===== src/rtl/core/gitrp_div_cell.sv =====
`default_nettype none
module gitrp_div_cell #(
   parameter int INDEX_BITS = 16
) (
   input  wire logic                  clock,
   input  wire logic                  reset,
   input  wire logic [15:0]           divisor,
   input  wire logic                  in_valid,
   output logic                       in_ready,
   input  wire logic [INDEX_BITS-1:0] in_rem,
   input  wire logic [INDEX_BITS-1:0] in_num,
   output logic                       out_valid,
   input  wire logic                  out_ready,
   output logic [INDEX_BITS-1:0]      out_rem,
   output logic [INDEX_BITS-1:0]      out_num
);

   localparam int DivWidth = (INDEX_BITS > 16) ? INDEX_BITS : 16;

   logic                  valid_ff;
   logic [INDEX_BITS-1:0] rem_ff, rem_in;
   logic [INDEX_BITS-1:0] num_ff, num_in;
   logic [INDEX_BITS-1:0] trial;
   logic [DivWidth-1:0]   trial_ext, div_ext, diff;
   logic                  take;

   // one restoring step: shift in the next dividend bit, subtract if it fits
   always_comb begin
      trial     = {in_rem[INDEX_BITS-2:0], in_num[INDEX_BITS-1]};
      trial_ext = DivWidth'(trial);
      div_ext   = DivWidth'(divisor);
      take      = (divisor != 16'd0) && (trial_ext >= div_ext);
      diff      = trial_ext - div_ext;
      rem_in    = take ? diff[INDEX_BITS-1:0] : trial;
      num_in    = {in_num[INDEX_BITS-2:0], take};
   end

   assign in_ready  = !valid_ff || out_ready;
   assign out_valid = valid_ff;
   assign out_rem   = rem_ff;
   assign out_num   = num_ff;

   always_ff @(posedge clock) begin
      if (reset) begin
         valid_ff <= 1'b0;
      end else if (in_ready) begin
         valid_ff <= in_valid;
      end
   end

   always_ff @(posedge clock) begin
      if (in_ready && in_valid) begin
         rem_ff <= rem_in;
         num_ff <= num_in;
      end
   end

endmodule
`default_nettype wire


===== config.mk =====
export PLATFORM = sky130hd
export DESIGN_NAME = gitrp_div_cell
export DESIGN_NICKNAME = d
export VERILOG_FILES = /design/src/rtl/core/gitrp_div_cell.sv
export SDC_FILE = /design/constraint.sdc
export NUM_CORES = 1
export LEC_CHECK = 0
export BUFFER_PORTS_ARGS = -buffer_cell sky130_fd_sc_hd__buf_2
export CELL_PAD_IN_SITES_DETAIL_PLACEMENT = 1
export CELL_PAD_IN_SITES_GLOBAL_PLACEMENT = 1
export CORE_ASPECT_RATIO = 0.7
export CORE_MARGIN = 10
export CORE_UTILIZATION = 39
export DETAILED_ROUTE_END_ITERATION = 16
export HOLD_SLACK_MARGIN = 0.1
export PLACE_DENSITY_LB_ADDON = 0.1
export SYNTH_ARGS = -nofsm -noshare
export SYNTH_HDL_FRONTEND = slang
export SYNTH_SLANG_ARGS = --single-unit
export TNS_END_PERCENT = 10

===== constraint.sdc =====
create_clock -name clock -period 4.05 [get_ports clock]
set_clock_uncertainty 0.1 [all_clocks]
set_input_delay 0.405 -clock clock [delete_from_list [all_inputs] [get_ports clock]]
set_output_delay 0.405 -clock clock [all_outputs]
set_load 0.005 [all_outputs]

==> results of run 1 <==
## metal layers
layer	vias up	track usage, %	wire length (um)
li1	846	-	-
met1	835	17.9	2860
met2	59	22.4	2850
met3	8	4.03	417
met4	0	4.12	85
met5	-	0	0
## layout by cell type (no fill, tap or decap), types with 3 or more instances in the layout
master	instances
nor4_1	4
buf_2	84
mux2_2	6
ha_1	16
xnor2_1	11
nand2_1	8
edfxtp_1	32
nor2_1	9
nand3_1	3
inv_1	22
nor3_1	5
xor2_1	3
clkbuf_8	6
a21o_1	3
mux2_4	8
o21ai_0	4
a21oi_1	12
## through the flow
stage          utilization (%)  total power, mW  hold WS [ps]
2_1_floorplan                -            0.600           374
3_3_place_gp              49.9            0.694           397
3_5_place_dp              49.9            0.703           414
4_1_cts                   51.7            0.950           165
5_1_grt                   51.7            0.994           179
6_report                  51.7            0.940           172
## flip-flops by register name, summed over array words and instances, names as in the netlist
signal     count
out_num       16
out_rem       16
out_valid      1
## final cells by class
| type | instances | area [um^2] | share of cell area [%] |
|---|---|---|---|
| clock buffer | 8 | 90.1 | 3.33 |
| inverter | 22 | 82.6 | 3.06 |
| sequential | 33 | 981 | 36.3 |
| timing repair buffer | 86 | 435 | 16.1 |
| multi-input combinational | 125 | 1020 | 37.8 |
| tap | 72 | 90.1 | 3.33 |
## cell families after synthesis
| family | share of synthesized area [%] |
|---|---|
| mux | 9.90 |
| xor+xnor | 5.85 |
| flops | 46.8 |
| buf+inv | 4.47 |
| compound gates | 12.1 |
| simple gates | 10.4 |
| fa+ha+maj | 10.5 |
## power breakdown
part	switching (mW)	internal, mW
logic	0.141	0.133
registers	0.00634	0.415
clock network	0.107	0.138
## final timing paths
kind                                from                endpoint  slack [ps]  depth (start not counted)
hold / removal                     reset  out_valid$_SDFFE_PP0N_         170                          2
hold reg to reg   out_valid$_SDFFE_PP0N_  out_valid$_SDFFE_PP0N_         420                          2
setup / recovery              divisor[0]   out_rem[10]$_DFFE_PP_        1030                         11
setup reg to reg  out_valid$_SDFFE_PP0N_    out_rem[7]$_DFFE_PP_        2340                          3
==> results_dict.tcl, run 1 <==
set metrics [dict create \
    outcome "complete, no violations" \
    avgSynthCellArea_um2 11.6 \
    yosysMostFrequentCell "edfxtp_1" \
    synth-edff-count 32 \
    synth_cell_type_count 43 \
    worstPathMaxFanout 12 \
    start_util_pct 40.1 \
    ant_nets 0 \
    syn_area_mm2 0.00210 \
    synth_common_cells "edfxtp_1 (32), inv_1 (22), ha_1 (16)" \
    ys_ff_latch 33 \
    max_stage_delay_ps 450 \
    p_leak_nw 1.23 \
    avgRoutedWirePerCell_um 17.9 \
    rsz0062_at_grt "false" \
    core_mm2 0.00523 \
    fmax_ghz 0.332 \
    hold_viol_final 0 \
    arrival_ps 2940 \
    cp_top_family "compound AO/OA/AOI/OAI gates" \
    fin_area_mm2 0.00270 \
    clkLatencyLatePin_ps 270 \
    fin_cells 346 \
    tns_ps 0 \
    endpoint_kind "flop" \
    syn_to_final_growth_pct 28.8 \
    required_ps 3980 \
    grt_usage_pct 13.9 \
    ys_seq_area_share_pct 46.8 \
    clk_pin_slew_ps 60 \
    crit_buf_inv 2 \
    slew_violations 0 \
    cts_resized 0 \
    critPathKind "primary input to flop" \
    dp_hpwl_um 5320 \
    dieArea_mm2 0.00876 \
    die_x_um 108 \
    antenna_found_initial 0 \
    drv_cap 0 \
    root_buffer "clkbuf_8" \
    synth_top_area_share_pct 45.8 \
    gp_congestion 0.821 \
    tightest_slew_ps 607 \
    min_period_over_period_pct 74.5 \
    synth_nets 250 \
    drt_pass1_iterations 4 \
    crit_path_start_kind "primary input" \
    drt_iter0_drc 46 \
    grt_remaining_overflow 0 \
    crit_chain "buf_2 -> ha_1 -> fa_1 -> nand2b_2 -> a21oi_2 -> o31ai_2 -> nand2_2 -> o21ai_2 -> a31oi_4 -> buf_4 -> mux2_4" \
    drive_above_1_share_pct 40.9 \
    cts.sinks 33 \
    vias 1748 \
    relSlewSlack_pct 59.2 \
    fin_ws_ps 1030 \
    htreeDepth 2 \
    grt_max_degree 20 \
    post-route-min-period_ps 3020 \
    fillCellCount 631 \
    postPlaceCellArea_mm2 0.00261 \
    power_density_mw_per_mm2 348 \
    hold_path_class "primary input to flop" \
    drc 0 \
    rows 22 \
    die_y_um 81.4 \
    netlist_instances 181 \
    async_reset_ff_share_pct 0 \
    grt_first_pass_wirelength_um 9550 \
    antenna_cells 0 \
    crit_slowest_cell "a31oi_4" \
    setup_viol_count_final 0 \
    clk_path_buf_depth 2 \
    postCtsHoldBufs 0 \
    vias_per_cell 5.05 \
    dp_slack_ps 729 \
    synth_top_area_cell "edfxtp_1" \
    fin_nets 342 \
    peakVddDrop_mv 0.109 \
    io_pins 86 \
    ys_warn_count 0 \
    drt-total-wl_um 6210 \
    io_buffers 84 \
    cts_tree "yes" \
    dp.cells 338 \
    yosys-top-cells-area "edfxtp_1 (46%), ha_1 (9.5%), mux2_4 (5.7%)" \
    grt_pass1_vias 1797 \
    post_cts_buffers 0 \
    cts_buffers 5 \
    ys.flop_type "edfxtp_1" \
]
No activity file was read; power rests on OpenSTA's default activity.
==> run 2: changes to the inputs <==
--- a/config.mk
+++ b/config.mk
@@ -5,12 +5,13 @@
 export SDC_FILE = /design/constraint.sdc
 export NUM_CORES = 1
 export LEC_CHECK = 0
+export ABC_AREA = 1
 export BUFFER_PORTS_ARGS = -buffer_cell sky130_fd_sc_hd__buf_2
 export CELL_PAD_IN_SITES_DETAIL_PLACEMENT = 1
 export CELL_PAD_IN_SITES_GLOBAL_PLACEMENT = 1
 export CORE_ASPECT_RATIO = 0.7
 export CORE_MARGIN = 10
-export CORE_UTILIZATION = 39
+export CORE_UTILIZATION = 32
 export DETAILED_ROUTE_END_ITERATION = 16
 export HOLD_SLACK_MARGIN = 0.1
 export PLACE_DENSITY_LB_ADDON = 0.1
==> constraint.sdc (replaced) <==
create_clock -name clock -period 2.7 [get_ports clock]
set_clock_uncertainty 0.1 [all_clocks]
set_input_delay 0.27 -clock clock [delete_from_list [all_inputs] [get_ports clock]]
set_output_delay 0.27 -clock clock [all_outputs]
set_load 0.005 [all_outputs]
==> run 2 against run 1 <==
Clock power up 100%. Sequential power grew 50%. Synthesized area increased by 19%. Utilization decreased by 7.2 points. Register-to-register slack got worse by 990 ps. Setup slack worse by 490 ps. Combinational power is 74% higher. Largest cell class unchanged. Highest routed layer unchanged.
==> results_dict.tcl, run 2 <==
set metrics [dict create \
    dieArea_mm2 0.0118 \
    cts.sinks 33 \
    synth_nets 396 \
    peakVddDrop_mv 0.211 \
    drt_iter0_drc 94 \
    ys_ff_latch 33 \
    tightest_slew_ps 463 \
    fin_nets 502 \
    syn_area_mm2 0.00249 \
    cts_resized 0 \
    post-route-min-period_ps 2160 \
    drc 0 \
    arrival_ps 2100 \
    start_util_pct 33.5 \
    outcome "complete, no violations" \
    yosys-top-cells-area "edfxtp_1 (39%), nand2_1 (19%), inv_1 (9.0%)" \
    tns_ps 0 \
    min_path_cells 3 \
    ff_latch_area_um2 981 \
    avgSynthCellArea_um2 7.63 \
    antenna_cells 0 \
    avgRoutedWirePerCell_um 15.6 \
    grt_pass1_vias 2593 \
    drt-total-wl_um 8300 \
    utilization_pct 44.4 \
    cts_buffers 5 \
    postCtsHoldBufs 16 \
    fmax_ghz 0.464 \
    setup_viol_count_final 0 \
    synth_top_area_share_pct 38.5 \
    fillCellCount 947 \
    endpoint_kind "flop" \
    io_pins 86 \
    synth_cell_type_count 28 \
    rows 26 \
    final_common_cell "nand2_1" \
    min_period_over_period_pct 79.9 \
    reg2reg_depth 2 \
    fin_cells 532 \
    cts_tree "yes" \
    async_reset_ff_share_pct 0 \
    ys.flop_type "edfxtp_1" \
    ant_nets 0 \
    required_ps 2640 \
    grt_first_pass_wirelength_um 13600 \
    synth_top_area_cell "edfxtp_1" \
    clkLatencyLatePin_ps 290 \
    root_buffer "clkbuf_8" \
    synth-edff-count 32 \
    die_x_um 126 \
    slew_violations 0 \
    worstPathMaxFanout 16 \
    drt_pass1_iterations 5 \
    htreeDepth 2 \
    p_leak_nw 1.79 \
    relSlewSlack_pct 69.1 \
    fin_area_mm2 0.00331 \
    final_cell_mix "nand2_1 (123), buf_2 (84), inv_1 (60)" \
    clk_path_buf_depth 2 \
    syn_to_final_growth_pct 32.8 \
    dp.cells 508 \
    grt_remaining_overflow 0 \
    synth_common_cells "nand2_1 (123), inv_1 (60), edfxtp_1 (32)" \
    crit_path_start_kind "primary input" \
    drive_above_1_share_pct 26.3 \
    clk_pin_slew_ps 90 \
    drv_cap 0 \
    die_y_um 93.9 \
    dp_hpwl_um 6950 \
    multi_input_area_mm2 0.00127 \
    postPlaceCellArea_mm2 0.00304 \
    post_cts_buffers 0 \
    vias_per_cell 4.50 \
    netlist_instances 327 \
    rsz0062_at_grt "false" \
    hold_path_class "primary input to flop" \
    vias 2395 \
    critPathKind "primary input to flop" \
    io_buffers 84 \
    antenna_found_initial 0 \
    core_mm2 0.00745 \
    p_total_mw 1.60 \
    grt_max_degree 33 \
    gp_congestion 0.869 \
    grt_usage_pct 14.2 \
    ys_seq_area_share_pct 39.3 \
    ys_warn_count 0 \
    yosysMostFrequentCell "nand2_1" \
    power_density_mw_per_mm2 484 \
    hold_viol_final 0 \
]
==> run 2: power by group <==
group | internal [mW] | total, mW | switching [mW]
clock | 0.277 | 0.494 | 0.217
sequential | 0.621 | 0.632 | 0.0107
combinational | 0.190 | 0.477 | 0.287
==> run 2: final timing paths <==
kind                                        startpoint                     end  slack (ps)
worst max-delay path                        divisor[0]    out_rem[8]$_DFFE_PP_         540
worst max register to register  out_valid$_SDFFE_PP0N_    out_num[3]$_DFFE_PP_        1350
worst min register to register  out_valid$_SDFFE_PP0N_  out_valid$_SDFFE_PP0N_         440
worst min-delay path                        in_num[15]    out_rem[0]$_DFFE_PP_         160
==> run 2: area by class of cell <==
| type | count | area share (%) |
|---|---|---|
| clock buffer | 5 | 2.08 |
| clock inverter | 3 | 1.40 |
| inverter | 62 | 7.03 |
| multi-input combinational | 230 | 38.4 |
| sequential | 33 | 29.6 |
| tap | 98 | 3.70 |
| timing repair buffer | 101 | 17.8 |
==> run 2: cells by family (layout without fill, tap and decap cells) <==
logic type	Yosys count	in the layout	synth area share (%)
and+or+nand+nor	195	195	36.1
buffers and inverters	64	171	10.1
DFF	33	33	39.3
adders and majority gates	17	17	8.83
AOI/OAI and AO/OA	11	11	3.11
xor gates and xnor gates	7	7	2.46
==> run 2: per-stage QoR <==
step                      setup WS [ps]  hold WS [ps]
final                               544           156
after global routing                417           163
after CTS                           553           149
after detailed placement            245           335
after global placement              272           327
after floorplan                     235           239
==> run 2: critical path, cell delays in order <==
cell,delay (ps)
buf_2,130
ha_1,240
fa_1,420
inv_1,110
nand2_1,60
nand2_1,100
nand3_2,100
nand3_2,110
nand2_4,70
nand2_4,140
nand2_4,170
nand2_1,110
nand2_1,70
==> run 2: per-layer routing <==
metal,global-route usage [%],part of all wire [%]
met1,19.4,51
met2,22.4,42
met3,2.99,5.8
met4,3.44,0.93
met5,0,0
